==> src/rtl/ipthe_pkg.sv <==
// ----------------------------------------------------------------------------
// ipthe_pkg
// Types and constants shared by the transport header extractor modules.
// ----------------------------------------------------------------------------
`default_nettype none

package ipthe_pkg;

	// protocol numbers of interest
	localparam logic [7:0] PROTO_TCP = 8'd6;
	localparam logic [7:0] PROTO_UDP = 8'd17;

	// fixed byte positions in the ip header
	localparam logic [6:0] POS_IHL     = 7'd0;
	localparam logic [6:0] POS_TLEN_HI = 7'd2;
	localparam logic [6:0] POS_TLEN_LO = 7'd3;
	localparam logic [6:0] POS_PROTO   = 7'd9;

	// byte offsets from the start of the transport header
	localparam logic [6:0] OFF_SEQ_FIRST  = 7'd4;
	localparam logic [6:0] OFF_SEQ_LAST   = 7'd7;
	localparam logic [6:0] OFF_ULEN_HI    = 7'd4;
	localparam logic [6:0] OFF_ULEN_LO    = 7'd5;
	localparam logic [6:0] OFF_UDATA_FIRST = 7'd8;
	localparam logic [6:0] OFF_UDATA_LAST  = 7'd11;
	localparam logic [6:0] OFF_TCP_DOFF   = 7'd12;

	// byte position counter saturates here, well past every captured offset
	localparam logic [6:0] POS_MAX = 7'd127;

	// queue between front and back
	localparam int QUEUE_DEPTH = 2;
	localparam int QUEUE_AW    = (QUEUE_DEPTH > 1) ? $clog2(QUEUE_DEPTH) : 1;
	localparam int QUEUE_CW    = $clog2(QUEUE_DEPTH + 1);

	typedef enum logic [1:0] {
		KIND_OTHER = 2'd0,
		KIND_TCP   = 2'd1,
		KIND_UDP   = 2'd2
	} kind_t;

	typedef struct packed {
		logic [7:0] data_byte;
		logic       last_byte;
	} byte_item_t;

	typedef struct packed {
		logic [15:0] ip_total_length;
		logic [15:0] payload_length;
		logic [31:0] sequence_number;
		logic [1:0]  transport_kind;
	} result_item_t;

	// classified packet record passed from front to back
	typedef struct packed {
		logic [15:0] total_length;
		logic [6:0]  hdr_bytes;
		kind_t       kind;
		logic [31:0] seq;
		logic [15:0] udp_length;
	} pkt_rec_t;

endpackage

`default_nettype wire

==> src/rtl/ipthe_front.sv <==
// ----------------------------------------------------------------------------
// ipthe_front
// Accepts packet bytes, captures header fields by offset and classifies the
// packet; pushes one record into the queue on the last byte.
// ----------------------------------------------------------------------------
`default_nettype none

module ipthe_front (
	input  wire                     clk,
	input  wire                     arst_n,
	input  wire                     byte_valid,
	input  ipthe_pkg::byte_item_t   byte_item,
	input  wire                     queue_full,
	output logic                    byte_stall,
	output logic                    push,
	output ipthe_pkg::pkt_rec_t     rec
);
	import ipthe_pkg::*;

	logic [6:0]  pos_q;
	logic [3:0]  ihl_q;
	logic [15:0] tlen_q;
	logic [7:0]  proto_q;
	logic [3:0]  doff_q;
	logic [31:0] seq_q;
	logic [15:0] ulen_q;
	logic [31:0] udata_q;

	logic [3:0]  ihl_n;
	logic [15:0] tlen_n;
	logic [7:0]  proto_n;
	logic [3:0]  doff_n;
	logic [31:0] seq_n;
	logic [15:0] ulen_n;
	logic [31:0] udata_n;

	logic [7:0]  diff;
	logic        in_xport;
	logic [6:0]  off;
	logic        accept;
	logic [7:0]  b;

	assign b          = byte_item.data_byte;
	assign byte_stall = queue_full;
	assign accept     = byte_valid && !queue_full;

	// offset within the transport header
	assign diff     = {1'b0, pos_q} - {2'b00, ihl_q, 2'b00};
	assign in_xport = !diff[7];
	assign off      = diff[6:0];

	// field capture for the current byte
	always_comb begin
		ihl_n   = ihl_q;
		tlen_n  = tlen_q;
		proto_n = proto_q;
		doff_n  = doff_q;
		seq_n   = seq_q;
		ulen_n  = ulen_q;
		udata_n = udata_q;
		if (pos_q == POS_IHL) begin
			ihl_n = b[3:0];
		end
		if (pos_q == POS_TLEN_HI) begin
			tlen_n[15:8] = b;
		end
		if (pos_q == POS_TLEN_LO) begin
			tlen_n[7:0] = b;
		end
		if (pos_q == POS_PROTO) begin
			proto_n = b;
		end
		if (in_xport) begin
			if (off >= OFF_SEQ_FIRST && off <= OFF_SEQ_LAST) begin
				case (off[1:0])
					2'd0:    seq_n[31:24] = b;
					2'd1:    seq_n[23:16] = b;
					2'd2:    seq_n[15:8]  = b;
					default: seq_n[7:0]   = b;
				endcase
			end
			if (off == OFF_ULEN_HI) begin
				ulen_n[15:8] = b;
			end
			if (off == OFF_ULEN_LO) begin
				ulen_n[7:0] = b;
			end
			if (off >= OFF_UDATA_FIRST && off <= OFF_UDATA_LAST) begin
				case (off[1:0])
					2'd0:    udata_n[31:24] = b;
					2'd1:    udata_n[23:16] = b;
					2'd2:    udata_n[15:8]  = b;
					default: udata_n[7:0]   = b;
				endcase
			end
			if (off == OFF_TCP_DOFF) begin
				doff_n = b[7:4];
			end
		end
	end

	// classify the packet from the updated fields
	always_comb begin
		rec.total_length = tlen_n;
		rec.hdr_bytes    = {1'b0, ihl_n, 2'b00} + {1'b0, doff_n, 2'b00};
		rec.udp_length   = ulen_n;
		if (proto_n == PROTO_TCP) begin
			rec.kind = KIND_TCP;
			rec.seq  = seq_n;
		end else if (proto_n == PROTO_UDP) begin
			rec.kind = KIND_UDP;
			rec.seq  = (ulen_n != 16'd0) ? udata_n : 32'd0;
		end else begin
			rec.kind = KIND_OTHER;
			rec.seq  = 32'd0;
		end
	end

	assign push = accept && byte_item.last_byte;

	// capture registers, cleared after the last byte
	always_ff @(posedge clk or negedge arst_n) begin
		if (!arst_n) begin
			pos_q   <= '0;
			ihl_q   <= '0;
			tlen_q  <= '0;
			proto_q <= '0;
			doff_q  <= '0;
			seq_q   <= '0;
			ulen_q  <= '0;
			udata_q <= '0;
		end else if (accept) begin
			if (byte_item.last_byte) begin
				pos_q   <= '0;
				ihl_q   <= '0;
				tlen_q  <= '0;
				proto_q <= '0;
				doff_q  <= '0;
				seq_q   <= '0;
				ulen_q  <= '0;
				udata_q <= '0;
			end else begin
				if (pos_q != POS_MAX) begin
					pos_q <= pos_q + 7'd1;
				end
				ihl_q   <= ihl_n;
				tlen_q  <= tlen_n;
				proto_q <= proto_n;
				doff_q  <= doff_n;
				seq_q   <= seq_n;
				ulen_q  <= ulen_n;
				udata_q <= udata_n;
			end
		end
	end

endmodule

`default_nettype wire

==> src/rtl/ipthe_queue.sv <==
// ----------------------------------------------------------------------------
// ipthe_queue
// Short queue of packet records between the front and the back.
// ----------------------------------------------------------------------------
`default_nettype none

module ipthe_queue (
	input  wire                  clk,
	input  wire                  arst_n,
	input  wire                  push,
	input  ipthe_pkg::pkt_rec_t  push_rec,
	input  wire                  pop,
	output logic                 full,
	output logic                 not_empty,
	output ipthe_pkg::pkt_rec_t  head_rec
);
	import ipthe_pkg::*;

	pkt_rec_t                entry_q [QUEUE_DEPTH];
	logic [QUEUE_AW-1:0]     wr_ptr_q;
	logic [QUEUE_AW-1:0]     rd_ptr_q;
	logic [QUEUE_CW-1:0]     count_q;

	assign full      = (count_q == QUEUE_CW'(QUEUE_DEPTH));
	assign not_empty = (count_q != '0);
	assign head_rec  = entry_q[rd_ptr_q];

	// entry storage
	always_ff @(posedge clk) begin
		if (push) begin
			entry_q[wr_ptr_q] <= push_rec;
		end
	end

	// pointers and fill count
	always_ff @(posedge clk or negedge arst_n) begin
		if (!arst_n) begin
			wr_ptr_q <= '0;
			rd_ptr_q <= '0;
			count_q  <= '0;
		end else begin
			if (push) begin
				wr_ptr_q <= (wr_ptr_q == QUEUE_AW'(QUEUE_DEPTH - 1)) ? '0 : wr_ptr_q + 1'b1;
			end
			if (pop) begin
				rd_ptr_q <= (rd_ptr_q == QUEUE_AW'(QUEUE_DEPTH - 1)) ? '0 : rd_ptr_q + 1'b1;
			end
			if (push && !pop) begin
				count_q <= count_q + 1'b1;
			end else if (pop && !push) begin
				count_q <= count_q - 1'b1;
			end
		end
	end

	// checks
	a_no_push_full: assert property (@(posedge clk) disable iff (!arst_n)
		!(push && full))
		else $error("item pushed into full queue");

	a_no_pop_empty: assert property (@(posedge clk) disable iff (!arst_n)
		!(pop && !not_empty))
		else $error("item popped from empty queue");

	a_count_up: assert property (@(posedge clk) disable iff (!arst_n)
		(push && !pop) |=> (count_q == $past(count_q) + 1'b1))
		else $error("fill count did not follow push");

	a_count_range: assert property (@(posedge clk) disable iff (!arst_n)
		count_q <= QUEUE_CW'(QUEUE_DEPTH))
		else $error("fill count beyond depth");

endmodule

`default_nettype wire

==> src/rtl/ipthe_back.sv <==
// ----------------------------------------------------------------------------
// ipthe_back
// Works out the payload length from a packet record and holds the result
// item in an output register.
// ----------------------------------------------------------------------------
`default_nettype none

module ipthe_back (
	input  wire                     clk,
	input  wire                     arst_n,
	input  wire                     rec_valid,
	input  ipthe_pkg::pkt_rec_t     rec,
	input  wire                     result_stall,
	output logic                    rec_pop,
	output logic                    result_valid,
	output ipthe_pkg::result_item_t result_item
);
	import ipthe_pkg::*;

	logic         valid_q;
	result_item_t item_q;
	result_item_t item_n;
	logic [15:0]  hdr_ext;
	logic         load;

	assign hdr_ext = {9'd0, rec.hdr_bytes};

	// payload length by kind, tcp clamped at zero
	always_comb begin
		item_n.ip_total_length = rec.total_length;
		item_n.sequence_number = rec.seq;
		item_n.transport_kind  = rec.kind;
		case (rec.kind)
			KIND_TCP: item_n.payload_length =
				(rec.total_length > hdr_ext) ? rec.total_length - hdr_ext : 16'd0;
			KIND_UDP: item_n.payload_length = rec.udp_length;
			default:  item_n.payload_length = 16'd0;
		endcase
	end

	assign load    = rec_valid && (!valid_q || !result_stall);
	assign rec_pop = load;

	// output register
	always_ff @(posedge clk or negedge arst_n) begin
		if (!arst_n) begin
			valid_q <= 1'b0;
		end else if (load) begin
			valid_q <= 1'b1;
		end else if (!result_stall) begin
			valid_q <= 1'b0;
		end
	end

	always_ff @(posedge clk) begin
		if (load) begin
			item_q <= item_n;
		end
	end

	assign result_valid = valid_q;
	assign result_item  = item_q;

endmodule

`default_nettype wire

==> src/rtl/ip_transport_header_extractor.sv <==
// ----------------------------------------------------------------------------
// ip_transport_header_extractor
// Extracts ipv4 total length and tcp or udp payload length and sequence
// number from a byte stream, one result item per packet.
// ----------------------------------------------------------------------------
// throughput: one byte item per cycle while byte_stall is low, set by the front's per-byte capture
// the record is queued as the last byte is accepted, then loaded into the output register
// the two-entry record queue stalls input only when it is full
// reset: arst_n clears capture registers, queue pointers and output valid
`default_nettype none

module ip_transport_header_extractor (
	input  wire                     clk,
	input  wire                     arst_n,
	input  wire                     byte_valid,
	input  ipthe_pkg::byte_item_t   byte_item,
	output logic                    byte_stall,
	output logic                    result_valid,
	input  wire                     result_stall,
	output ipthe_pkg::result_item_t result_item
);
	import ipthe_pkg::*;

	logic     push;
	logic     pop;
	logic     q_full;
	logic     q_not_empty;
	pkt_rec_t push_rec;
	pkt_rec_t head_rec;

	// byte capture and classification
	ipthe_front u_front (
		.clk        (clk),
		.arst_n     (arst_n),
		.byte_valid (byte_valid),
		.byte_item  (byte_item),
		.queue_full (q_full),
		.byte_stall (byte_stall),
		.push       (push),
		.rec        (push_rec)
	);

	// record queue
	ipthe_queue u_queue (
		.clk       (clk),
		.arst_n    (arst_n),
		.push      (push),
		.push_rec  (push_rec),
		.pop       (pop),
		.full      (q_full),
		.not_empty (q_not_empty),
		.head_rec  (head_rec)
	);

	// result computation and output register
	ipthe_back u_back (
		.clk          (clk),
		.arst_n       (arst_n),
		.rec_valid    (q_not_empty),
		.rec          (head_rec),
		.result_stall (result_stall),
		.rec_pop      (pop),
		.result_valid (result_valid),
		.result_item  (result_item)
	);

endmodule

`default_nettype wire

==> config.mk <==
export PLATFORM = sky130hd
export DESIGN_NAME = ip_transport_header_extractor
export DESIGN_NICKNAME = d
export VERILOG_FILES = /design/src/rtl/ipthe_pkg.sv /design/src/rtl/ipthe_front.sv /design/src/rtl/ipthe_queue.sv /design/src/rtl/ipthe_back.sv /design/src/rtl/ip_transport_header_extractor.sv
export SDC_FILE = /design/constraint.sdc
export NUM_CORES = 1
export LEC_CHECK = 0
export ABC_AREA = 0
export BUFFER_PORTS_ARGS = -buffer_cell sky130_fd_sc_hd__buf_2
export CORE_MARGIN = 2
export CORE_UTILIZATION = 40
export DETAILED_ROUTE_END_ITERATION = 7
export GPL_TIMING_DRIVEN = 0
export PLACE_DENSITY = 0.57
export SLEW_MARGIN = 15
export SYNTH_ARGS = -nofsm -noshare
export SYNTH_HDL_FRONTEND = slang
export SYNTH_SLANG_ARGS = --single-unit
==> constraint.sdc <==
create_clock -name clk -period 10 [get_ports clk]
set_input_delay 0 -clock clk [delete_from_list [all_inputs] [get_ports clk]]
set_output_delay 0 -clock clk [all_outputs]
set_load 0.01 [all_outputs]
==> impl_results.md, run 1 <==
- Outcome: completed
- Num rows: 70
- Antenna-violating nets left: 0
- Vias in the first global route: 9729
- Setup-failing EPs final: 0
- Setup TNS: 0 ps
- Register area: 0.00935 sq mm
- Mapped cell area: 0.0150 sq mm
- Area grow syn2layout: 16.4%
- Clk pin slew, worst setup/hold paths: 60 ps
- Worst-Margin Slew: 1040 ps
- RR Startpoint: u_queue.rd_ptr_q
- Max_cap viols: 0
- Nets: 1288
- Peak VDD IR: 0.000156 V
- Critical Path RT: 10240 ps
- Largest delay share family, worst path: buffers and inverters
- Period Utilization, post-route: 0.556
- Worst setup EP type: flop
- Area share of the largest cell type after synthesis: 0.416
- Clk buf depth: 3
- Final wirelength: 38.6 mm
- All-Layer GR Usage: 0.200
- Die extent in y: 198 um
- Total grt overflow: 0
- Most common cell in the netlist: edfxtp_1
- Antenna violations before repair: 0
- Crit-path cells: clkbuf_1, buf_2, buf_2, buf_1, buf_1, mux2_2, ha_1, nor2b_1, o21a_1, o21a_1, o21ai_0, a211o_1, clkbuf_1, o22ai_1
- Clock Tree Root: clkbuf_16
- Via density: 5.72
- Max Freq: 180 MHz
- Core region area: 0.0368 sq mm
- H-tree Lvls: 2
- Fin crit period: 5560 ps
- N_diodes: 0
- Top_reg_cell synth: edfxtp_1
- Max FO, Critical Path: 10
- Post-synth EDFFs: 208
- YS warnings: 0
- Worst R2R Setup Slack: 4440 ps
- Wire length per cell: 22.1 um
- Syn Area/Cell: 13.3 sq um
- Slew headroom: 0.310
- Hold Vio Cnt, Final: 0
- Ports: 81
- DRC: 0
- Die area: 0.0391 sq mm
- Sw Share: 0.343
- Starting DRC count in detailed routing: 886
- Syn Nets: 1162
- Postcts setup bufs: 0
- FF-to-FF path depth: 14
- Kind of critical path: flop to flop
- Sequential area share after synthesis: 0.623
- Largest net degree at the start of global routing: 77
- Clock Power Share: 0.263
- Die Width: 198 um
- Worst EP arrival: 5790 ps
- Area leader, netlist: edfxtp_1
- Cell variety after synth: 50
- Stages on the worst setup path: 14
- Final Util: 0.474
- R2r endpoint: u_back.result_item[39]
- Post-Syn Instances: 1126
- Dpl cells: 1675
- Resize count post-CTS: 0
- Cts bufs inserted: 36
- Final GP Congestion: 0.833
- CP peak stage delay: 760 ps
- Fraction of layout cells with a size suffix above 1: 0.195
- Worst skew pair latency: 530 ps
- First drt pass iteration count: 5
- Comb pwr share: 0.344
- CTS tree: yes
- Post-synthesis async set-or-reset flop share: 0.373
- Beginning of the critical path: u_queue.rd_ptr_q
- Fin cells: 1747
- RSZ-0062 raised after global routing: false
- Initial Util: 0.408
- Fillers: 3293
- Setup crit end: u_back.result_item[39]
- I/O Buffers: 75
- Leakage: 0.00713 uW
- Startpoint Class: flop
- Synth area leaders: edfxtp_1 42%, dfrtp_1 21%, mux2_2 6.4%, mux2i_1 6.1%, a22oi_1 3.8%
- HPWL Detailed: 25.4 mm
- Hold crit path type: input port to flop
- Worst path buffer plus inverter count: 6
- First-pass GRT wire length: 59.3 mm
- Clock skew: 13.3 ps
- Pint: 3480 uW
- Pwr/cell area: 304 mW/mm^2
- Seq pwr share: 0.393
- Max-slew violations: 0
- Synthesized flop and latch total: 332
- Worst path slowest cell: buf_1
- Synth top cells by count: 208 x edfxtp_1, 124 x dfrtp_1, 92 x mux2i_1
- TritonCTS Sinks: 332
- Switch Pwr: 1820 uW
- Via count: 9994
- Multi-input combinational cell area: 0.00520 sq mm
==> cell families after synthesis <==
group                      Yosys count  share of synthesized area
xor gates and xnor gates            20                     0.0117
adders and majority gates           23                     0.0207
AOI/OAI and AO/OA                  266                      0.123
buffers and inverters              111                     0.0309
muxes                              177                      0.125
and+or+nand+nor                    197                     0.0648
DFF                                332                      0.623
==> power groups by stage <==
stage | clock network (uW) | registers [uW] | logic [uW]
6_report | 1400 | 2080 | 1830
5_1_grt | 1480 | 2120 | 2000
4_1_cts | 1420 | 2080 | 1830
3_5_place_dp | 0 | 2110 | 1820
3_3_place_gp | 0 | 2120 | 1760
2_1_floorplan | 0 | 2150 | 1180
==> cell type report <==
class	count	share of cell area
Multi-Input combinational cell	683	0.298
Inverter	29	0.00638
Sequential cell	332	0.536
Clock inverter	22	0.0160
Clock buffer	43	0.0549
Timing Repair Buffer	88	0.0353
Buffer	82	0.0203
Tap cell	468	0.0336
==> sequential cells by signal, summed over array words and instances, names as in the netlist <==
name and flops:
u_queue.entry_q 142, u_back.result_item 66, u_front.seq_q 32, u_front.udata_q 32, u_front.tlen_q 16, u_front.ulen_q 16
u_front.proto_q 8, u_front.pos_q 7, u_front.doff_q 4, u_front.ihl_q 4, u_queue.count_q 2, u_back.result_valid 1
u_queue.rd_ptr_q 1, u_queue.wr_ptr_q 1
==> through the flow <==
stage / setup slack [ps] / cell area, sq um / hold slack [ps] / power (uW)
after detailed placement: 4370 / 16100 / -65.0 / 3920
after floorplan: 5530 / 15000 / -296 / 3320
after CTS: 4330 / 17500 / 7.03 / 5340
after global routing: 4070 / 17500 / 16.6 / 5600
final: 4440 / 17500 / 29.4 / 5310
after global placement: 3090 / 16000 / 239 / 3880
==> placed cells by master (no fill, tap or decap), types with 4 or more instances in the layout <==
cell type,count
edfxtp_1,208
dfrtp_1,124
mux2i_1,92
nand2_1,91
mux2_2,85
o21ai_0,83
buf_2,78
a22oi_1,76
clkbuf_1,72
clkbuf_16,37
a22o_1,36
o32ai_1,34
nor2_1,32
inv_1,28
ha_1,20
xnor2_1,16
nor3_1,13
nor4_1,11
a21oi_1,11
o22ai_1,10
nand2b_1,6
nand3_1,6
bufinv_16,6
clkinv_2,6
dlygate4sd3_1,6
buf_1,5
buf_6,5
nor2b_1,4
o21a_1,4
nand4_1,4
or3_1,4
xor2_1,4
nand4_2,4
and3_1,4
nand3_2,4
buf_16,4
==> worst min path at each step <==
| stage | cells after the start | start | to | slack [ps] |
|---|---|---|---|---|
| final | 2 | byte_item[4] | u_queue.entry_q[0][3] | 30 |
| after global routing | 2 | byte_item[4] | u_queue.entry_q[0][3] | 20 |
| after CTS | 2 | byte_item[4] | u_queue.entry_q[1][60] | 7 |
| after detailed placement | 1 | arst_n | u_front.udata_q[10] | -70 |
| after global placement | 3 | result_stall | u_back.result_valid | 240 |
| after floorplan | 0 | arst_n | u_back.result_valid | -300 |
==> timing repair <==
action / CTS / global route
endpoints found under the hold margin: 174 / 0
setup endpoints to repair: 0 / 0
hold buffers: 7 / 0
==> metal layers <==
| layer | part of all wire | GRT usage | wire [um] | up-vias |
|---|---|---|---|---|
| li1 | - | - | - | 4548 |
| met1 | 0.47 | 0.292 | 18100 | 5105 |
| met2 | 0.45 | 0.307 | 17300 | 279 |
| met3 | 0.056 | 0.0338 | 2180 | 62 |
| met4 | 0.024 | 0.0604 | 921 | 0 |
| met5 | 0 | 0 | 0 | - |
Note: power is estimated with default switching activity, not from simulation.
==> inputs of run 2 (changes only) <==
PLACE_DENSITY = 0.59   (was 0.57)
clock period = 4.77 ns   (was 10 ns; I/O delays follow)
==> run 2 against run 1 <==
  * Maximum frequency up 24%
  * Clock power rose by 89%
  * Clock-buffer cell count grew 8
  * Hold slack improved by 13 ps
  * Critical endpoint is now u_back.result_item[40]
==> impl_results.md, run 2 (synthesis results as in run 1) <==
- End of the worst hold path: u_front.proto_q[0] (was u_queue.entry_q[0][3])
- Design Area, Final: 0.0173 sq mm (was 0.0175 sq mm)
- Multi-input combinational cell area: 0.00520 sq mm (unchanged)
- First-pass GRT wire length: 57.9 mm (was 59.3 mm)
- Num rows: 70 (unchanged)
- Final setup margin: 292 ps (was 4440 ps)
- Max Freq: 223 MHz (was 180 MHz)
- Kind of critical path: flop to flop (unchanged)
- Outcome: completed (unchanged)
- Die Width: 198 um (unchanged)
- CTS tree: yes (unchanged)
- Area grow syn2layout: 15.5% (was 16.4%)
- FF-to-FF path depth: 13 (was 14)
- Switch Pwr: 3740 uW (was 1820 uW)
- DRC: 0 (unchanged)
- Max reg flops: 142 (unchanged)
- Leakage: 0.00708 uW (was 0.00713 uW)
- Via count: 9881 (was 9994)
- Commonest non-fill, non-tap cell in the layout: edfxtp_1 (unchanged)
- Clock skew: 24.0 ps (was 13.3 ps)
- Clock Power Share: 0.245 (was 0.263)
- Register area: 0.00935 sq mm (unchanged)
- Vias in the first global route: 9785 (was 9729)
- RSZ-0062 raised after global routing: false (unchanged)
- Cts bufs inserted: 36 (unchanged)
- HP Start: byte_item[0] (was byte_item[4])
- Biggest register: u_queue.entry_q (unchanged)
- HPWL Detailed: 24.9 mm (was 25.4 mm)
- R2r endpoint: u_back.result_item[40] (was u_back.result_item[39])
- Placement Setup Slack: -666 ps (was 4370 ps)
- Final wirelength: 37.3 mm (was 38.6 mm)
- Fraction of layout cells with a size suffix above 1: 0.191 (was 0.195)
- Max FO, Critical Path: 19 (was 10)
- WHS: 42.0 ps (was 29.4 ps)
- Final GP Congestion: 0.813 (was 0.833)
- Sw Share: 0.347 (was 0.343)
- Comb pwr share: 0.350 (was 0.344)
- Setup-failing EPs final: 0 (unchanged)
- Worst skew pair latency: 530 ps (about the same)
- TritonCTS Sinks: 332 (unchanged)
- Ports: 81 (unchanged)
- Worst R2R Setup Slack: 290 ps (was 4440 ps)
- H-tree Lvls: 2 (unchanged)
- Final Util: 0.471 (was 0.474)
- Die area: 0.0391 sq mm (unchanged)
- Pwr/cell area: 623 mW/mm^2 (was 304 mW/mm^2)
- Initial Util: 0.408 (unchanged)
- Area of placed instances: 0.0161 sq mm (about the same)
- Total grt overflow: 0 (unchanged)
- Period Utilization, post-route: 0.939 (was 0.556)
- Nets: 1288 (unchanged)
- Largest net degree at the start of global routing: 73 (was 77)
- Via density: 5.65 (was 5.72)
- N_diodes: 0 (unchanged)
- Clk buf depth: 3 (unchanged)
- All-Layer GR Usage: 0.194 (was 0.200)
- First drt pass iteration count: 5 (unchanged)
- Peak VDD IR: 0.000245 V (was 0.000156 V)
- Worst setup EP type: flop (unchanged)
- Hold crit path type: input port to flop (unchanged)
- Worst EP arrival: 4790 ps (was 5790 ps)
- Die extent in y: 198 um (unchanged)
- Core region area: 0.0368 sq mm (unchanged)
- Seq pwr share: 0.405 (was 0.393)
- Max_cap viols: 0 (unchanged)
- Hold depth: 2 (unchanged)
- Worst-Margin Slew: 1060 ps (was 1040 ps)
- Max-slew violations: 0 (unchanged)
- Hold Vio Cnt, Final: 0 (unchanged)
- RR Startpoint: u_queue.rd_ptr_q (unchanged)
- Wire length per cell: 21.3 um (was 22.1 um)
- Most frequent cells in the layout: 208 x edfxtp_1, 124 x dfrtp_1, 92 x mux2i_1 (unchanged)
- Pint: 7050 uW (was 3480 uW)
- Fin crit period: 4480 ps (was 5560 ps)
- Clk pin slew, worst setup/hold paths: 60 ps (about the same)
- Critical Path RT: 5090 ps (was 10240 ps)
- Antenna-violating nets left: 0 (unchanged)
- Antenna violations before repair: 0 (unchanged)
- Starting DRC count in detailed routing: 735 (was 886)
- Slew headroom: 0.294 (was 0.310)
- Clock Tree Root: clkbuf_16 (unchanged)
- Fillers: 3282 (was 3293)
- Startpoint Class: flop (unchanged)
- I/O Buffers: 75 (unchanged)
run 2: cell types whose count changed in the layout (fill, tap and decap cells not counted):
| cell | change |
|---|---|
| clkbuf_8 | +1 |
| bufinv_16 | -5 |
| dlygate4sd3_1 | +3 |
| clkbuf_1 | +6 |
| clkinv_4 | -2 |
| clkinv_2 | +4 |
| clkinvlp_4 | -2 |
| buf_1 | -2 |
| buf_16 | -1 |
| buf_4 | +1 |
| clkinv_1 | -2 |
run 2: cell type report:
class / instances / share of cell area
inverters: 29 / 0.00643
flip-flops and latches: 332 / 0.540
well taps: 468 / 0.0338
repair buffers: 90 / 0.0357
clock buffers: 51 / 0.0576
plain buffers: 80 / 0.0202
multi-input cells: 683 / 0.300
clock inverters: 15 / 0.00628
run 2: per-stage QoR:
| stage | power (uW) | std cells | TNS (ps) |
|---|---|---|---|
| 2_1_floorplan | 6970 | 1126 | 0 |
| 3_3_place_gp | 8090 | 1669 | -155710 |
| 3_5_place_dp | 8190 | 1675 | -8560 |
| 4_1_cts | 10900 | 1749 | 0 |
| 5_1_grt | 11400 | 1748 | 0 |
| 6_report | 10800 | 1748 | 0 |
run 2: critical path, cell delays in order (launching register included):
cell	delay [ps]
dfrtp_1	360
clkbuf_1	250
buf_2	350
buf_4	370
buf_2	440
mux2i_1	210
ha_1	270
fa_1	400
nor2b_1	130
o21a_1	140
o21a_1	300
o21ai_0	170
a211o_1	470
o32ai_1	380
run 2: how the worst max path moves through the flow:
stage	from	endpoint	slack, ps	cells after the start
after floorplan	u_queue.count_q[0]	u_queue.entry_q[0][0]	300	5
after global placement	u_queue.count_q[0]	u_queue.entry_q[0][25]	-2080	5
after detailed placement	u_queue.rd_ptr_q	u_back.result_item[40]	-670	14
after CTS	u_queue.rd_ptr_q	u_back.result_item[40]	120	13
after global routing	u_queue.rd_ptr_q	u_back.result_item[40]	70	13
final	u_queue.rd_ptr_q	u_back.result_item[40]	290	13
run 2: power by group through the flow:
stage	clock [uW]	combinational [uW]	sequential [uW]
after detailed placement	0	3770	4420
final	2640	3780	4370
after global routing	2810	4140	4450
after floorplan	0	2470	4500
after global placement	0	3660	4440
after CTS	2710	3800	4370
run 2: repair_timing:
action                     in CTS  in global routing
cloned                          0                  0
buffers inserted                0                  0
resized for setup               3                  2
setup endpoints to repair      16                 10
hold buffers                    9                  0
hold endpoints to repair      184                  0
run 2: routing by layer:
layer / vias to the layer above / GRT usage / routed length, um
met4: 0 / 0.0571 / 876
met3: 60 / 0.0306 / 1970
met5: - / 0 / 0
li1: 4559 / - / -
met1: 4967 / 0.282 / 17500
met2: 295 / 0.302 / 16900
==> inputs of run 3 (changes only) <==
BUFFER_PORTS_ARGS = -buffer_cell sky130_fd_sc_hd__buf_4   (was -buffer_cell sky130_fd_sc_hd__buf_2)
==> run 3 against run 2 <==
  * Final area rose by 1.2%
  * Power increased by 1.8%
  * Flip-flop and latch count did not move
  * Die area is the same
  * Sequential power barely moved
  * Via count shrank 0.36%
  * Non-clock buffer count shrank 2
  * Combinational power grew 3%
  * Clock skew shrank 4.0 ps
  * Hold slack got worse by 14 ps
  * Register-to-register slack got worse by 130 ps
  * Critical path depth is the same
==> impl_results.md, run 3 (synthesis results as in run 1) <==
- Core region area: 0.0368 sq mm (unchanged)
- Startpoint Class: flop (unchanged)
- Area grow syn2layout: 16.9% (was 15.5%)
- Max_cap viols: 0 (unchanged)
- N_diodes: 0 (unchanged)
- Hold Vio Cnt, Final: 0 (unchanged)
- Num rows: 70 (unchanged)
- Critical Path RT: 5010 ps (was 5090 ps)
- Period Utilization, post-route: 0.966 (was 0.939)
- Biggest register: u_queue.entry_q (unchanged)
- Max-slew violations: 0 (unchanged)
- Hold crit path type: input port to async pin (was input port to flop)
- Clk buf depth: 3 (unchanged)
- Nets: 1286 (was 1288)
- DRC: 0 (unchanged)
- Ports: 81 (unchanged)
- TritonCTS Sinks: 332 (unchanged)
- Beginning of the critical path: u_queue.rd_ptr_q (unchanged)
- Worst-Margin Slew: 1000 ps (was 1060 ps)
- Die area: 0.0391 sq mm (unchanged)
- Peak VDD IR: 0.000312 V (was 0.000245 V)
- Worst EP arrival: 4850 ps (was 4790 ps)
- Slew headroom: 0.333 (was 0.294)
- Final Power: 11000 uW (was 10800 uW)
- Kind of critical path: flop to flop (unchanged)
- Worst R2R Setup Slack: 160 ps (was 290 ps)
- FF-to-FF path depth: 13 (unchanged)
- Outcome: completed (unchanged)
- Vias in the first global route: 9933 (was 9785)
- Worst setup EP type: flop (unchanged)
- RR Startpoint: u_queue.rd_ptr_q (unchanged)
- Total grt overflow: 0 (unchanged)
- First drt pass iteration count: 7 (was 5)
- Setup-failing EPs final: 0 (unchanged)
- CTS tree: yes (unchanged)
- Antenna-violating nets left: 0 (unchanged)
- Starting DRC count in detailed routing: 789 (was 735)
- Initial Util: 0.408 (unchanged)
- Commonest non-fill, non-tap cell in the layout: edfxtp_1 (unchanged)
- Leakage: 0.00714 uW (was 0.00708 uW)
- R2r endpoint: u_back.result_item[48] (was u_back.result_item[40])
- I/O Buffers: 75 (unchanged)
- Max reg flops: 142 (unchanged)
- Fin crit period: 4610 ps (was 4480 ps)
- Wire length per cell: 21.4 um (was 21.3 um)
- Clock skew: 20.0 ps (was 24.0 ps)
- All-Layer GR Usage: 0.196 (was 0.194)
- Die Width: 198 um (unchanged)
- Fraction of layout cells with a size suffix above 1: 0.189 (was 0.191)
- First-pass GRT wire length: 58.7 mm (was 57.9 mm)
- Final GP Congestion: 0.818 (was 0.813)
- HPWL Detailed: 24.9 mm (about the same)
- Largest net degree at the start of global routing: 64 (was 73)
- Most frequent cells in the layout: 208 x edfxtp_1, 124 x dfrtp_1, 92 x mux2i_1 (unchanged)
- Via count: 9845 (was 9881)
- Max Freq: 217 MHz (was 223 MHz)
- Cts bufs inserted: 36 (unchanged)
- Setup crit end: u_back.result_item[48] (was u_back.result_item[40])
- H-tree Lvls: 2 (unchanged)
- Setup TNS: 0 ps (unchanged)
- Clk pin slew, worst setup/hold paths: 60 ps (about the same)
- Antenna violations before repair: 1 (was 0)
- Die extent in y: 198 um (unchanged)
- RSZ-0062 raised after global routing: false (unchanged)
- Pwr/cell area: 627 mW/mm^2 (was 623 mW/mm^2)
- Clock Tree Root: clkbuf_16 (unchanged)
- Via density: 5.64 (was 5.65)
- Final wirelength: 37.4 mm (was 37.3 mm)
- Max FO, Critical Path: 19 (unchanged)
- Worst skew pair latency: 530 ps (about the same)
run 3: cell types whose count changed in the layout (fill, tap and decap cells not counted), sizes merged:
cell	change
clkinvlp	-1
clkinv	-1
bufinv	+1
dlygate4sd3	-2
buf	-1
clkbuf	+1
clkdlybuf4s15	+1
run 3: what timing repair did:
item	CTS	global route
setup buffers	0	0
hold buffers	7	0
gates resized for setup	3	0
endpoints found under the hold margin	199	0
setup endpoints to repair	16	10
run 3: cell type report:
type / count / area [sq um]
clock inverter: 14 / 120
timing repair buffer: 88 / 783
tap: 468 / 586
sequential: 332 / 9350
clock buffer: 52 / 1020
inverter: 29 / 111
buffer: 80 / 357
multi-input combinational: 683 / 5200
fill: 3269 / 19300
run 3: metrics by stage:
stage | instance area, sq um | hold slack (ps) | cells | util | worst slack (ps)
global route | 17500 | 24.0 | 1746 | 0.476 | 4.90
finish | 17500 | 27.6 | 1746 | 0.476 | 162
global placement | 16100 | 236 | 1669 | 0.439 | -2090
detailed placement | 16300 | -12.7 | 1675 | 0.443 | -739
floorplan | 15000 | -296 | 1126 | - | 302
CTS | 17500 | 13.0 | 1747 | 0.477 | 98.5
run 3: critical path: stages, from the launching register on:
cell and delay (ps):
dfrtp_1 350, clkbuf_1 260, buf_2 350, buf_4 380, clkdlybuf4s15_2 520, mux2_2 430, ha_1 350, nor2b_1 150
o21a_1 170, o21a_1 280, or4_1 550, nor3_1 260, xnor2_1 160, o22ai_1 100
run 3: worst min path at each step:
| stage | from | slack [ps] | cells past startpoint | to |
|---|---|---|---|---|
| finish | arst_n | 30 | 2 | u_front.udata_q[7] |
| global route | byte_item[0] | 20 | 2 | u_front.proto_q[0] |
| CTS | byte_item[0] | 10 | 2 | u_front.proto_q[0] |
| detailed placement | arst_n | -10 | 1 | u_front.udata_q[11] |
| global placement | result_stall | 240 | 3 | u_back.result_valid |
| floorplan | arst_n | -300 | 0 | u_back.result_valid |
run 3: routing by layer:
layer	vias up	global-route usage	wire (um)	share of wire
met1	4962	0.279	17400	0.46
met5	-	0	0	0
met2	284	0.311	17300	0.46
li1	4537	-	-	-
met3	62	0.0289	1790	0.048
met4	0	0.0604	886	0.024
run 3: where the power goes:
| group | switching (uW) | total, uW | internal [uW] |
|---|---|---|---|
| logic | 2260 | 3900 | 1640 |
| clock network | 1110 | 2710 | 1600 |
| registers | 368 | 4380 | 4010 |
